===== src/rtl/core/pcr_pkg.sv =====
// ----------------------------------------------------------------------------
// PCR pacing package
// Shared widths, constants, register indexes and beat types of the PCR-paced
// packet release block.
// ----------------------------------------------------------------------------
package pcr_pkg;

  localparam int unsigned PidW   = 13;
  localparam int unsigned RefW   = 42;
  localparam int unsigned TimeW  = 64;
  localparam int unsigned WaitW  = 32;
  localparam int unsigned BurstW = 16;
  localparam int unsigned CfgIdxW  = 2;
  localparam int unsigned CfgDataW = 32;

  localparam logic [PidW-1:0]   NullPid          = 13'd8191;
  localparam logic [RefW-1:0]   RefModulus       = 42'd2576980377600;
  localparam logic [RefW-1:0]   MaxGapTicks      = 42'd54000000;
  localparam logic [WaitW-1:0]  DefaultWaitTicks = 32'd1350000;

  localparam logic [PidW-1:0]   ResetRefPid      = NullPid;
  localparam logic [WaitW-1:0]  ResetMinWait     = 32'd1350000;
  localparam logic [BurstW-1:0] ResetBurst       = 16'd16;

  typedef enum logic [CfgIdxW-1:0] {
    CFG_REF_PID  = 2'd0,
    CFG_MIN_WAIT = 2'd1,
    CFG_BURST    = 2'd2
  } cfg_idx_e;

  typedef struct packed {
    logic [PidW-1:0]  packet_pid;
    logic             has_clock_ref;
    logic [RefW-1:0]  clock_ref;
    logic [TimeW-1:0] now_ticks;
  } in_beat_t;

  typedef struct packed {
    logic             flush;
    logic             hold;
    logic [TimeW-1:0] release_time;
  } out_beat_t;

  typedef struct packed {
    logic                we;
    logic [CfgIdxW-1:0]  idx;
    logic [CfgDataW-1:0] wdata;
  } cfg_wr_t;

endpackage


===== src/rtl/core/pcr_stream_if.sv =====
// ----------------------------------------------------------------------------
// PCR pacing stream interfaces
// Valid/ready channels for packet beats in and pacing results out.
// ----------------------------------------------------------------------------
interface pcr_in_if;
  logic                      valid;
  logic                      ready;
  logic [pcr_pkg::PidW-1:0]  packet_pid;
  logic                      has_clock_ref;
  logic [pcr_pkg::RefW-1:0]  clock_ref;
  logic [pcr_pkg::TimeW-1:0] now_ticks;

  modport source (output valid, packet_pid, has_clock_ref, clock_ref, now_ticks,
                  input ready);
  modport sink   (input valid, packet_pid, has_clock_ref, clock_ref, now_ticks,
                  output ready);
endinterface

interface pcr_out_if;
  logic                      valid;
  logic                      ready;
  logic                      flush;
  logic                      hold;
  logic [pcr_pkg::TimeW-1:0] release_time;

  modport source (output valid, flush, hold, release_time, input ready);
  modport sink   (input valid, flush, hold, release_time, output ready);
endinterface


===== src/rtl/core/pcr_paced_packet_release.sv =====
// ----------------------------------------------------------------------------
// PCR-paced packet release
// Locks to a reference PID, follows its PCRs onto local time and tells when
// a packet must be held until a release time and when a burst is flushed.
//
//   Port         Dir   Beat
//   in_i         sink  packet_pid, has_clock_ref, clock_ref, now_ticks
//   out_o        src   flush, hold, release_time
//   cfg_*_i      in    register index and write data, no handshake
//
// A packet beat enters the input register; its result moves into the output
// register when that is free. One beat is taken every cycle unless the output
// stalls. Reset loads the register defaults and clears all regulation state.
// A stalled output holds its result and the input register in turn.
// ----------------------------------------------------------------------------
module pcr_paced_packet_release (
  input  logic                            clk_i,
  input  logic                            rst_ni,
  pcr_in_if.sink                          in_i,
  pcr_out_if.source                       out_o,
  input  logic                            cfg_we_i,
  input  logic [pcr_pkg::CfgIdxW-1:0]     cfg_idx_i,
  input  logic [pcr_pkg::CfgDataW-1:0]    cfg_wdata_i
);

  logic               s1_valid;
  pcr_pkg::in_beat_t  s1_beat;
  logic               out_free;
  logic               step;
  pcr_pkg::out_beat_t result;
  pcr_pkg::cfg_wr_t   cfg;

  assign step      = s1_valid && out_free;
  assign cfg.we    = cfg_we_i;
  assign cfg.idx   = cfg_idx_i;
  assign cfg.wdata = cfg_wdata_i;

  pcr_in_stage u_in (
    .clk_i   (clk_i),
    .rst_ni  (rst_ni),
    .in_i    (in_i),
    .take_i  (step),
    .valid_o (s1_valid),
    .beat_o  (s1_beat)
  );

  pcr_pace_core u_core (
    .clk_i    (clk_i),
    .rst_ni   (rst_ni),
    .cfg_i    (cfg),
    .step_i   (step),
    .beat_i   (s1_beat),
    .result_o (result)
  );

  pcr_out_stage u_out (
    .clk_i    (clk_i),
    .rst_ni   (rst_ni),
    .load_i   (step),
    .result_i (result),
    .free_o   (out_free),
    .out_o    (out_o)
  );

  a_hold_flushes: assert property (@(posedge clk_i) disable iff (!rst_ni)
    out_o.valid && out_o.hold |-> out_o.flush)
    else $error("hold without flush");

  a_time_only_on_hold: assert property (@(posedge clk_i) disable iff (!rst_ni)
    out_o.valid && !out_o.hold |-> out_o.release_time == '0)
    else $error("release time set without hold");

  a_stall_backs_up: assert property (@(posedge clk_i) disable iff (!rst_ni)
    s1_valid && out_o.valid && !out_o.ready |-> !in_i.ready)
    else $error("input taken while both stages are full");

endmodule


===== src/rtl/core/pcr_in_stage.sv =====
// ----------------------------------------------------------------------------
// PCR pacing input stage
// Registers one accepted packet beat until the pacing core consumes it.
// ----------------------------------------------------------------------------
module pcr_in_stage (
  input  logic              clk_i,
  input  logic              rst_ni,
  pcr_in_if.sink            in_i,
  input  logic              take_i,
  output logic              valid_o,
  output pcr_pkg::in_beat_t beat_o
);

  logic              valid_q, valid_d;
  pcr_pkg::in_beat_t beat_q, beat_d;
  logic              load;

  assign in_i.ready = !valid_q || take_i;
  assign load       = in_i.valid && in_i.ready;

  always_comb begin
    valid_d = valid_q;
    beat_d  = beat_q;
    if (load) begin
      valid_d              = 1'b1;
      beat_d.packet_pid    = in_i.packet_pid;
      beat_d.has_clock_ref = in_i.has_clock_ref;
      beat_d.clock_ref     = in_i.clock_ref;
      beat_d.now_ticks     = in_i.now_ticks;
    end else if (take_i) begin
      valid_d = 1'b0;
    end
  end

  always_ff @(posedge clk_i or negedge rst_ni) begin
    if (!rst_ni) begin
      valid_q <= 1'b0;
    end else begin
      valid_q <= valid_d;
    end
  end

  always_ff @(posedge clk_i) begin
    beat_q <= beat_d;
  end

  assign valid_o = valid_q;
  assign beat_o  = beat_q;

endmodule


===== src/rtl/core/pcr_pace_core.sv =====
// ----------------------------------------------------------------------------
// PCR pacing core
// Holds the configuration and the regulation state, and computes one result
// per packet in a single pass.
// ----------------------------------------------------------------------------
module pcr_pace_core (
  input  logic               clk_i,
  input  logic               rst_ni,
  input  pcr_pkg::cfg_wr_t   cfg_i,
  input  logic               step_i,
  input  pcr_pkg::in_beat_t  beat_i,
  output pcr_pkg::out_beat_t result_o
);

  localparam int unsigned SeqW = pcr_pkg::RefW + 2;

  logic [pcr_pkg::WaitW-1:0]  min_wait_q;
  logic [pcr_pkg::BurstW-1:0] burst_q;

  logic [pcr_pkg::PidW-1:0]   active_pid_q, active_pid_d;
  logic                       started_q, started_d;
  logic [pcr_pkg::RefW-1:0]   last_ref_q, last_ref_d;
  logic                       last_ref_valid_q, last_ref_valid_d;
  // The base is first_time + wrap_offset - first_ref, modulo 2^64.
  logic [pcr_pkg::TimeW-1:0]  base_q, base_d;
  logic [pcr_pkg::TimeW-1:0]  last_release_q, last_release_d;
  logic [pcr_pkg::BurstW-1:0] burst_count_q, burst_count_d;

  logic [pcr_pkg::PidW-1:0]   eff_pid;
  logic                       match;
  logic                       below, above, in_seq, restart, wrap;
  logic [SeqW-1:0]            pcr_ext, last_ext, gap_lim;
  logic [pcr_pkg::TimeW-1:0]  wrap_add, due, step;
  logic [pcr_pkg::WaitW-1:0]  wait_ticks;
  logic                       hold;
  logic [pcr_pkg::BurstW:0]   count_inc;
  logic                       flush;

  always_comb begin
    eff_pid = (beat_i.has_clock_ref && (active_pid_q == pcr_pkg::NullPid))
              ? beat_i.packet_pid : active_pid_q;
    match   = beat_i.has_clock_ref && (beat_i.packet_pid == eff_pid);

    pcr_ext  = SeqW'(beat_i.clock_ref);
    last_ext = SeqW'(last_ref_q);
    gap_lim  = last_ext + SeqW'(pcr_pkg::MaxGapTicks);
    below    = beat_i.clock_ref < last_ref_q;
    above    = beat_i.clock_ref > last_ref_q;
    if (!last_ref_valid_q) begin
      in_seq = 1'b1;
    end else if (below) begin
      in_seq = (pcr_ext + SeqW'(pcr_pkg::RefModulus)) < gap_lim;
    end else if (above) begin
      in_seq = pcr_ext < gap_lim;
    end else begin
      in_seq = 1'b0;
    end
    restart = !started_q || !in_seq;
    wrap    = last_ref_valid_q && below;

    wrap_add   = wrap ? pcr_pkg::TimeW'(pcr_pkg::RefModulus) : '0;
    due        = base_q + wrap_add + pcr_pkg::TimeW'(beat_i.clock_ref);
    step       = due - last_release_q;
    wait_ticks = (min_wait_q != '0) ? min_wait_q : pcr_pkg::DefaultWaitTicks;
    hold       = match && !restart && !step[pcr_pkg::TimeW-1]
                 && (step >= pcr_pkg::TimeW'(wait_ticks));

    count_inc = {1'b0, burst_count_q} + 1'b1;
    flush     = hold || (count_inc >= {1'b0, burst_q});

    result_o.flush        = flush;
    result_o.hold         = hold;
    result_o.release_time = hold ? due : '0;
  end

  always_comb begin
    active_pid_d     = active_pid_q;
    started_d        = started_q;
    last_ref_d       = last_ref_q;
    last_ref_valid_d = last_ref_valid_q;
    base_d           = base_q;
    last_release_d   = last_release_q;
    burst_count_d    = burst_count_q;

    if (step_i) begin
      active_pid_d  = eff_pid;
      burst_count_d = flush ? '0 : count_inc[pcr_pkg::BurstW-1:0];
      if (match) begin
        started_d        = 1'b1;
        last_ref_d       = beat_i.clock_ref;
        last_ref_valid_d = 1'b1;
        if (restart) begin
          base_d         = beat_i.now_ticks - pcr_pkg::TimeW'(beat_i.clock_ref);
          last_release_d = beat_i.now_ticks;
        end else begin
          base_d = base_q + wrap_add;
          if (hold) begin
            last_release_d = due;
          end
        end
      end
    end

    if (cfg_i.we && (cfg_i.idx == pcr_pkg::CFG_REF_PID)
        && (cfg_i.wdata[pcr_pkg::PidW-1:0] != active_pid_q)) begin
      burst_count_d = '0;
      started_d     = 1'b0;
      active_pid_d  = cfg_i.wdata[pcr_pkg::PidW-1:0];
    end
  end

  always_ff @(posedge clk_i or negedge rst_ni) begin
    if (!rst_ni) begin
      min_wait_q <= pcr_pkg::ResetMinWait;
      burst_q    <= pcr_pkg::ResetBurst;
    end else if (cfg_i.we) begin
      unique case (cfg_i.idx)
        pcr_pkg::CFG_MIN_WAIT: min_wait_q <= cfg_i.wdata[pcr_pkg::WaitW-1:0];
        pcr_pkg::CFG_BURST:    burst_q    <= cfg_i.wdata[pcr_pkg::BurstW-1:0];
        default: ;
      endcase
    end
  end

  always_ff @(posedge clk_i or negedge rst_ni) begin
    if (!rst_ni) begin
      active_pid_q     <= pcr_pkg::ResetRefPid;
      started_q        <= 1'b0;
      last_ref_q       <= '0;
      last_ref_valid_q <= 1'b0;
      base_q           <= '0;
      last_release_q   <= '0;
      burst_count_q    <= '0;
    end else begin
      active_pid_q     <= active_pid_d;
      started_q        <= started_d;
      last_ref_q       <= last_ref_d;
      last_ref_valid_q <= last_ref_valid_d;
      base_q           <= base_d;
      last_release_q   <= last_release_d;
      burst_count_q    <= burst_count_d;
    end
  end

endmodule


===== src/rtl/core/pcr_out_stage.sv =====
// ----------------------------------------------------------------------------
// PCR pacing output stage
// Result register that holds a finished beat until the sink takes it.
// ----------------------------------------------------------------------------
module pcr_out_stage (
  input  logic               clk_i,
  input  logic               rst_ni,
  input  logic               load_i,
  input  pcr_pkg::out_beat_t result_i,
  output logic               free_o,
  pcr_out_if.source          out_o
);

  logic               valid_q, valid_d;
  pcr_pkg::out_beat_t result_q, result_d;

  assign free_o = !valid_q || out_o.ready;

  always_comb begin
    valid_d  = valid_q;
    result_d = result_q;
    if (load_i) begin
      valid_d  = 1'b1;
      result_d = result_i;
    end else if (out_o.ready) begin
      valid_d = 1'b0;
    end
  end

  always_ff @(posedge clk_i or negedge rst_ni) begin
    if (!rst_ni) begin
      valid_q <= 1'b0;
    end else begin
      valid_q <= valid_d;
    end
  end

  always_ff @(posedge clk_i) begin
    result_q <= result_d;
  end

  assign out_o.valid        = valid_q;
  assign out_o.flush        = result_q.flush;
  assign out_o.hold         = result_q.hold;
  assign out_o.release_time = result_q.release_time;

endmodule

===== src/flat_wrapper.sv =====
// flat-port wrapper written by rule: the top's interface ports become plain ports
module pcr_paced_packet_release_flat 
  (clk_i, rst_ni, cfg_we_i, cfg_idx_i, cfg_wdata_i, in_i_valid, in_i_packet_pid, in_i_has_clock_ref, in_i_clock_ref, in_i_now_ticks, in_i_ready, out_o_valid, out_o_flush, out_o_hold, out_o_release_time, out_o_ready);
  pcr_in_if in_i_i ();
  pcr_out_if out_o_i ();
  input  logic clk_i;
  input  logic rst_ni;
  input  logic cfg_we_i;
  input  logic [pcr_pkg::CfgIdxW-1:0] cfg_idx_i;
  input  logic [pcr_pkg::CfgDataW-1:0] cfg_wdata_i;
  input wire logic [$bits(in_i_i.valid)-1:0] in_i_valid;
  input wire logic [$bits(in_i_i.packet_pid)-1:0] in_i_packet_pid;
  input wire logic [$bits(in_i_i.has_clock_ref)-1:0] in_i_has_clock_ref;
  input wire logic [$bits(in_i_i.clock_ref)-1:0] in_i_clock_ref;
  input wire logic [$bits(in_i_i.now_ticks)-1:0] in_i_now_ticks;
  output wire logic [$bits(in_i_i.ready)-1:0] in_i_ready;
  output wire logic [$bits(out_o_i.valid)-1:0] out_o_valid;
  output wire logic [$bits(out_o_i.flush)-1:0] out_o_flush;
  output wire logic [$bits(out_o_i.hold)-1:0] out_o_hold;
  output wire logic [$bits(out_o_i.release_time)-1:0] out_o_release_time;
  input wire logic [$bits(out_o_i.ready)-1:0] out_o_ready;
  assign in_i_i.valid = in_i_valid;
  assign in_i_i.packet_pid = in_i_packet_pid;
  assign in_i_i.has_clock_ref = in_i_has_clock_ref;
  assign in_i_i.clock_ref = in_i_clock_ref;
  assign in_i_i.now_ticks = in_i_now_ticks;
  assign in_i_ready = in_i_i.ready;
  assign out_o_valid = out_o_i.valid;
  assign out_o_flush = out_o_i.flush;
  assign out_o_hold = out_o_i.hold;
  assign out_o_release_time = out_o_i.release_time;
  assign out_o_i.ready = out_o_ready;
  pcr_paced_packet_release u_core (.clk_i(clk_i), .rst_ni(rst_ni), .in_i(in_i_i), .out_o(out_o_i), .cfg_we_i(cfg_we_i), .cfg_idx_i(cfg_idx_i), .cfg_wdata_i(cfg_wdata_i));
endmodule

===== config.mk =====
export PLATFORM = sky130hd
export DESIGN_NAME = pcr_paced_packet_release_flat
export DESIGN_NICKNAME = d
export VERILOG_FILES = /design/src/rtl/core/pcr_pkg.sv /design/src/rtl/core/pcr_stream_if.sv /design/src/rtl/core/pcr_paced_packet_release.sv /design/src/rtl/core/pcr_in_stage.sv /design/src/rtl/core/pcr_pace_core.sv /design/src/rtl/core/pcr_out_stage.sv /design/src/flat_wrapper.sv
export SDC_FILE = /design/constraint.sdc
export NUM_CORES = 1
export LEC_CHECK = 0
export ABC_AREA = 0
export BUFFER_PORTS_ARGS = -buffer_cell sky130_fd_sc_hd__buf_2
export CAP_MARGIN = 20
export CORE_MARGIN = 2
export CORE_UTILIZATION = 50
export CTS_BUF_LIST = sky130_fd_sc_hd__clkbuf_16
export DETAILED_ROUTE_END_ITERATION = 8
export PLACE_DENSITY = 0.8
export SLEW_MARGIN = 30
export SYNTH_ARGS = -nofsm -noshare
export SYNTH_HDL_FRONTEND = slang
export SYNTH_HIERARCHICAL = 1
export SYNTH_SLANG_ARGS = --single-unit

===== constraint.sdc =====
create_clock -name clk_i -period 21.2 [get_ports clk_i]
set_input_delay 1.06 -clock clk_i [delete_from_list [all_inputs] [get_ports clk_i]]
set_output_delay 1.06 -clock clk_i [all_outputs]
set_load 0.05 [all_outputs]

== Yosys cells after proc, flatten, opt, wreduce, memory -nomap -nowiden ==
Cells that the tools add are included.

* Add/subtract/negate cells: 7
* Order comparisons: 6
* Equal/unequal tests: 5
* Mux-type cells: 21
* Reductions and logical operators: 32

{| class="wikitable"
|+ Operators with widths
! operator !! count
|-
| 64-bit two-way mux || 3
|-
| 64-bit by 42-bit adder with 64-bit output || 2
|-
| 64-bit by 32-bit >= comparator with 1-bit output || 1
|-
| 64-bit by 42-bit subtractor with 64-bit output || 1
|-
| 64-bit subtractor || 1
|-
| 16-bit two-way mux || 3
|-
| 42-bit by 26-bit adder with 43-bit output, second input constant || 1
|-
| 42-bit by 42-bit adder with 43-bit output, second input constant || 1
|-
| 42-bit by 43-bit < comparator with 1-bit output || 1
|-
| 43-bit < comparator || 1
|-
| 42-bit > comparator || 1
|-
| 42-bit < comparator || 1
|-
| 42-bit two-way mux || 1
|-
| 13-bit two-way mux || 3
|-
| 32-bit two-way mux || 1
|-
| 32-bit nonzero test || 1
|-
| 16-bit by 1-bit adder with 17-bit output, second input constant || 1
|-
| 17-bit by 16-bit >= comparator with 1-bit output || 1
|-
| 13-bit == test || 1
|-
| 13-bit == test, second input constant || 1
|-
| 13-bit inequality test || 1
|-
| 1-bit logical AND || 10
|-
| 1-bit two-way mux || 10
|-
| 2-bit nonzero test || 5
|-
| 7 further kinds || 18
|}

* Flip-flop bits (word level): 437
* Input port bits: 159

== Logic depth before layout (Yosys ltp) ==
* Depth in word-level cells: 15
* Gate-level depth with buffers: 43

== By module ==
The synthesis kept the hierarchy.

{| class="wikitable"
|+ By module, submodules not included
! module !! times used !! cells an instance !! area each (µm²)
|-
| pcr_pace_core || 1 || 3208 || 25774.7
|-
| pcr_in_stage || 1 || 124 || 3657.3
|-
| pcr_out_stage || 1 || 69 || 2029.4
|-
| pcr_paced_packet_release || 1 || 1 || 6.3
|}

== Worst setup path after synthesis ==
Ideal clock, no wire load.

* Path kind: reg2reg
* Start: register u_core.u_in.beat_q (netlist bit u_core/u_in/beat_o[101])
* End: register u_core.u_out.result_q (netlist bit u_core/u_out/out_o.release_time[17]) (data pin)
* Data arrival time: 8.809 ns
* Required time: 20.945 ns
* Slack: 12.136 ns
* Stages on the path, launching flop included: 40
* Path buffers: 4
* Period minus slack after synthesis: 9.064 ns
* Cell sequence: edfxtp_1 -> ha_1 -> nand4_2 -> nor4_4 -> nand2_2 -> or3_1 -> buf_2 -> o21ai_4 -> inv_1 -> ha_1 -> ha_1 -> o21ai_0 -> o32a_1 -> xnor2_1 -> ha_1 -> nand3_1 -> a311o_1 -> a31oi_1 -> (+4 left out) -> xor2_1 -> inv_1 -> ha_1 -> o21ai_0 -> a311oi_1 -> o211ai_1 -> or4_1 -> nor4_1 -> nand4_1 -> nor4_1 -> nand4b_1 -> or4_1 -> nor4_1 -> a211o_1 -> buf_4 -> inv_6 -> buf_4 -> and2_1

* Longest elaborated chain between the ends: 10
* Elaborated cells on any way between the ends: 21

{| class="wikitable"
|+ Ends and longest elaborated chain
! element !! RTL line !! source
|-
| start: declaration || pcr_in_stage.sv:15 || <nowiki>pcr_pkg::in_beat_t beat_q, beat_d;</nowiki>
|-
| start signal: assignment || pcr_in_stage.sv:44 || <nowiki>beat_q <= beat_d;</nowiki>
|-
| branches (longest 9 deep; another with 64-bit by 42-bit adder with 64-bit output) || n/a ||
|-
| 1-bit logical AND * || pcr_pace_core.sv:66 || <nowiki>&& (step >= pcr_pkg::TimeW'(wait_ticks));</nowiki>
|-
| end signal: assignment || pcr_out_stage.sv:39 || <nowiki>result_q <= result_d;</nowiki>
|-
| end: declaration || pcr_out_stage.sv:15 || <nowiki>pcr_pkg::out_beat_t result_q, result_d;</nowiki>
|}

Mark *: on every way between the ends.
A chain may end at the register's enable or synchronous reset.

== Worst setup path in the final report ==
* Start: register u_core.u_in.beat_q (netlist bit u_core/u_in/beat_o[103])
* End: register u_core/u_core/last_release_q[6] (netlist name)

* Longest elaborated chain between the ends: 12
* Elaborated cells on any way between the ends: 24

{| class="wikitable"
|+ Ends and longest elaborated chain
! element !! RTL line !! source
|-
| branches (longest 12 deep; another with 64-bit by 42-bit adder with 64-bit output) || n/a ||
|-
| end signal: assignment || pcr_pace_core.sv:140 || <nowiki>last_release_q <= last_release_d;</nowiki>
|-
| end: declaration || pcr_pace_core.sv:26 || <nowiki>logic [pcr_pkg::TimeW-1:0] last_release_q, last_release_d;</nowiki>
|}

Several ways; the timed one is not identified.

==> results.md <==
Run status:
- The flow ran to the end, and the final reports show no timing, DRC or antenna violations.

Setup path:
- The peak fanout along the critical path is 56.
- For the worst setup path, the data arrival time is 12.00 ns.
- The slowest stage of the critical path belongs to the cell sky130_fd_sc_hd__or4b_1.
- The setup check on the worst reg-to-reg path leaves a slack of 9.71 ns.
- The highest cell delay on the worst timing path is 0.65 ns.
- The worst setup path is of the register to register kind.
- The most used cell along the critical path is sky130_fd_sc_hd__ha_1.
- STA classifies the critical path endpoint as a register.
- STA classifies the critical path startpoint as a register.
- The cell family contributing the most delay on the critical path is simple AND/OR/NAND/NOR gates.
- The critical path contains buffers and inverters numbering 3 combined.
- The required time at the endpoint of the critical path is 21.71 ns.

Synth:
- Counting flops with a built-in enable in the synthesized netlist gives 186.
- In this run, synthesis produced a sequential element count of 437.
- The cell area after technology mapping is 31500 um^2.
- The biggest area contributor in the post-synthesis netlist is sky130_fd_sc_hd__dfrtp_1.
- The area share of the leading cell type in the synthesized netlist is 18.1%.
- The synthesized netlist net count is 3851.
- The synthesized netlist cell count is 3402.
- After synthesis, the netlist uses 97 different library cells.
- After synthesis, the share of flip-flops with an asynchronous set or reset is 57.4%.
- The sequential area share after synthesis is 37.8%.
- The average instance area after synthesis is 9.25 um^2.
- Yosys attributes the largest share of cell area to sky130_fd_sc_hd__dfrtp_1, sky130_fd_sc_hd__edfxtp_1, sky130_fd_sc_hd__ha_1.
- The dominant synthesized flop cell is sky130_fd_sc_hd__dfrtp_1.
- Yosys printed 6 warnings.

STA:
- The tightest slew margin relative to the limit is 30.5%.
- The final hold violation count is 0.
- Across the routed clock network, the largest skew measured is 0.0235 ns.
- Hold is met by 0.483 ns.
- The slew at the pin closest to its max-slew limit is 1.02 ns.
- The setup total negative slack is 0 ns.
- The final number of max-transition violations is 0.
- Setup slack closes at 9.71 ns.
- The clock period minus final worst setup slack is 11.49 ns.
- The number of failing setup endpoints in the final timing report is 0.
- The worst path uses 54.2% of the clock period.
- The highest attainable clock frequency is 87.0 MHz.
- Setup repair after global routing left no endpoint under its margin.

Floorplan:
- The width of the die is 255 um.
- The core area is 61900 um^2.
- The starting density of the core is 50.8%.
- The number of standard-cell rows in the floorplan is 91.
- The die covers 65000 um^2.
- From bottom edge to top edge, the die measures 255 um.
- Pin placement for this block handled 227 I/O pins.

Placed design:
- Before CTS, the worst setup slack after placement is 10.04 ns.
- The total half-perimeter wirelength after legalization and detailed placement is 69500 um.
- The number of buffers inserted by port buffering is 226.
- The global placer's final weighted congestion is 0.987.

Finish:
- The number of antenna repair diodes is 0.
- The leading cell type in the layout, fill and taps excluded is sky130_fd_sc_hd__nand2_1.
- The post-route netlist has 13.2% of its cells at a drive strength greater than 1.
- The utilization of the core after routing is 56.6%.
- The net total in the final layout is 4016.
- The relative area change from synthesis to final layout is 11.3%.
- Leaving out fill and tap cells, the most frequent cells in the layout are sky130_fd_sc_hd__nand2_1, sky130_fd_sc_hd__ha_1, sky130_fd_sc_hd__inv_1.

Global route:
- The total overflow left after global routing is 0.
- The maximum number of pins on one net before global-route repair is 109.
- The total track usage is 27.9%.
- The first-pass GRT wire length is 143000 um.
- The number of global-route vias before repair is 26000.
- The initial antenna violation count is 1.

Route:
- The final routed wirelength across all metal layers is 91700 um.
- The detailed router placed 26800 vias in this run.
- The post-detailed-route DRC marker count is 0.
- After the first detailed-routing iteration, the DRC count stood at 2454.
- In the routed layout, each cell is associated on average with a via count of 6.04.
- Dividing the detail-routed wire length by the instance count gives 20.6 um.
- The detail route stage leaves a number of antenna-violating nets equal to 0.
- The first TritonRoute pass finished after 6 iterations.

Clock tree:
- The clock tree from TritonCTS is built.
- The later pin in the worst-skew pair is clocked with a latency of 0.60 ns.
- The maximum level of the CTS H-tree is 2.
- Buffers inserted during clock tree synthesis total 49.
- In this run the post-CTS setup repair buffer count came out at 0.
- CTS saw 437 sinks.
- Hold repair after CTS inserted 0 buffers.
- The worst-case clock buffer depth is 3.
- Gates resized during post-CTS repair numbered 0.
- After clock tree synthesis, the clock-pin slew on the worst setup and hold paths is 0.07 ns.
- The root buffer cell chosen for the clock tree is sky130_fd_sc_hd__clkbuf_16.

Pwr:
- In this run the power density over the cells is 72.1 nW/um^2.
- The maximum VDD drop is 0.0593 mV.
- The design draws 0.00253 W.
- The standby leakage power is 15.7 nW.

Flow run:
- Across the run, the number of max-cap violations was 0.

Min path:
- The worst hold path belongs to the class register to register.
registers in the layout, summed over array words and instances (netlist names):
register / flops
u_core/u_core/last_ref_q: 42
u_core/u_out/out_o.flush: 1
u_core/u_core/last_ref_valid_q: 1
u_core/u_in/beat_o: 120
u_core/u_core/last_release_q: 64
u_core/u_out/out_o.release_time: 64
u_core/u_core/min_wait_q: 32
u_core/u_core/started_q: 1
u_core/u_out/out_o.hold: 1
u_core/u_core/active_pid_q: 13
u_core/u_core/burst_count_q: 16
u_core/u_core/burst_q: 16
u_core/u_core/base_q: 64
u_core/u_out/out_o.valid: 1
u_core/u_in/valid_o: 1
cell type report:
class	instances	area, um^2
Clock buffer	51	1280
Clock inverter	41	468
Fill cell	5626	26900
Inverter	272	1030
Multi-Input combinational cell	2562	18000
Sequential cell	437	11900
Tap cell	837	1050
Timing Repair Buffer	245	1300
per-layer routing:
metal  vias up  track usage (%)  wire length [um]
met5         -                0                 0
met4         0             11.5              3770
met3       214             3.51              6300
met2      1034             46.6             42600
met1     12900             36.8             39000
li1      12700                -                 -
worst min-delay path, cell delays in order (launching register included):
cell and delay (ns):
sky130_fd_sc_hd__dfrtp_1 0.35, sky130_fd_sc_hd__nand2_1 0.05, sky130_fd_sc_hd__nand2_1 0.05
synthesized netlist by cell type, types with 14 or more instances:
| master | instances |
|---|---|
| sky130_fd_sc_hd__a211oi_1 | 29 |
| sky130_fd_sc_hd__a21o_1 | 103 |
| sky130_fd_sc_hd__a21oi_1 | 254 |
| sky130_fd_sc_hd__a22oi_1 | 59 |
| sky130_fd_sc_hd__a31oi_1 | 23 |
| sky130_fd_sc_hd__and2_1 | 67 |
| sky130_fd_sc_hd__and3_1 | 29 |
| sky130_fd_sc_hd__clkbuf_1 | 100 |
| sky130_fd_sc_hd__dfrtp_1 | 228 |
| sky130_fd_sc_hd__dfstp_2 | 23 |
| sky130_fd_sc_hd__edfxtp_1 | 186 |
| sky130_fd_sc_hd__ha_1 | 287 |
| sky130_fd_sc_hd__inv_1 | 271 |
| sky130_fd_sc_hd__mux2_2 | 51 |
| sky130_fd_sc_hd__mux2i_1 | 14 |
| sky130_fd_sc_hd__nand2_1 | 295 |
| sky130_fd_sc_hd__nand2b_1 | 45 |
| sky130_fd_sc_hd__nand3_1 | 76 |
| sky130_fd_sc_hd__nand3b_1 | 14 |
| sky130_fd_sc_hd__nand4_1 | 78 |
| sky130_fd_sc_hd__nor2_1 | 164 |
| sky130_fd_sc_hd__nor2b_1 | 33 |
| sky130_fd_sc_hd__nor3_1 | 59 |
| sky130_fd_sc_hd__nor4_1 | 29 |
| sky130_fd_sc_hd__o211ai_1 | 27 |
| sky130_fd_sc_hd__o21a_1 | 34 |
| sky130_fd_sc_hd__o21ai_0 | 257 |
| sky130_fd_sc_hd__o21bai_1 | 19 |
| sky130_fd_sc_hd__o22ai_1 | 26 |
| sky130_fd_sc_hd__o22ai_2 | 40 |
| sky130_fd_sc_hd__o31ai_1 | 14 |
| sky130_fd_sc_hd__or3_1 | 16 |
| sky130_fd_sc_hd__xnor2_1 | 147 |
| sky130_fd_sc_hd__xor2_1 | 92 |
kinds of logic after synthesis:
| group | share of synthesized area [%] |
|---|---|
| compound gates | 21.2 |
| xor+xnor | 6.65 |
| fa+ha+maj | 11.6 |
| buf+inv | 5.17 |
| flops | 37.8 |
| mux | 2.27 |
| simple gates | 15.3 |
final timing paths:
| kind | startpoint | end | depth (start not counted) |
|---|---|---|---|
| worst max-delay path | u_core/u_in/beat_o[103]$_DFFE_PP_ | u_core/u_core/last_release_q[6]$_DFFE_PN0P_ | 36 |
| worst min-delay path | u_core/u_core/base_q[28]$_DFFE_PN0P_ | u_core/u_core/base_q[28]$_DFFE_PN0P_ | 2 |
| worst max register to register | u_core/u_in/beat_o[103]$_DFFE_PP_ | u_core/u_core/last_release_q[6]$_DFFE_PN0P_ | 36 |
| worst min register to register | u_core/u_core/base_q[28]$_DFFE_PN0P_ | u_core/u_core/base_q[28]$_DFFE_PN0P_ | 2 |
| max in group asynchronous | rst_ni | u_core/u_core/base_q[50]$_DFFE_PN0P_ | 3 |
| min in group asynchronous | rst_ni | u_core/u_core/last_ref_q[4]$_DFFE_PN0P_ | 1 |
metrics by stage:
stage / std cells / cell area (um^2)
2_1_floorplan: 3402 / 31500
3_3_place_gp: 4352 / 33300
3_5_place_dp: 4352 / 33300
4_1_cts: 4444 / 35000
5_1_grt: 4445 / 35000
6_report: 4445 / 35000
report_power, final:
part / internal [W] / total (W) / switching [W] / leakage, nW
combinational: 0.000215 / 0.000559 / 0.000345 / 10.2
clock: 0.000559 / 0.000929 / 0.000370 / 0.871
sequential: 0.000965 / 0.00104 / 0.0000732 / 4.58
total: 0.00174 / 0.00253 / 0.000788 / 15.7
(Power assumes the default switching activity.)
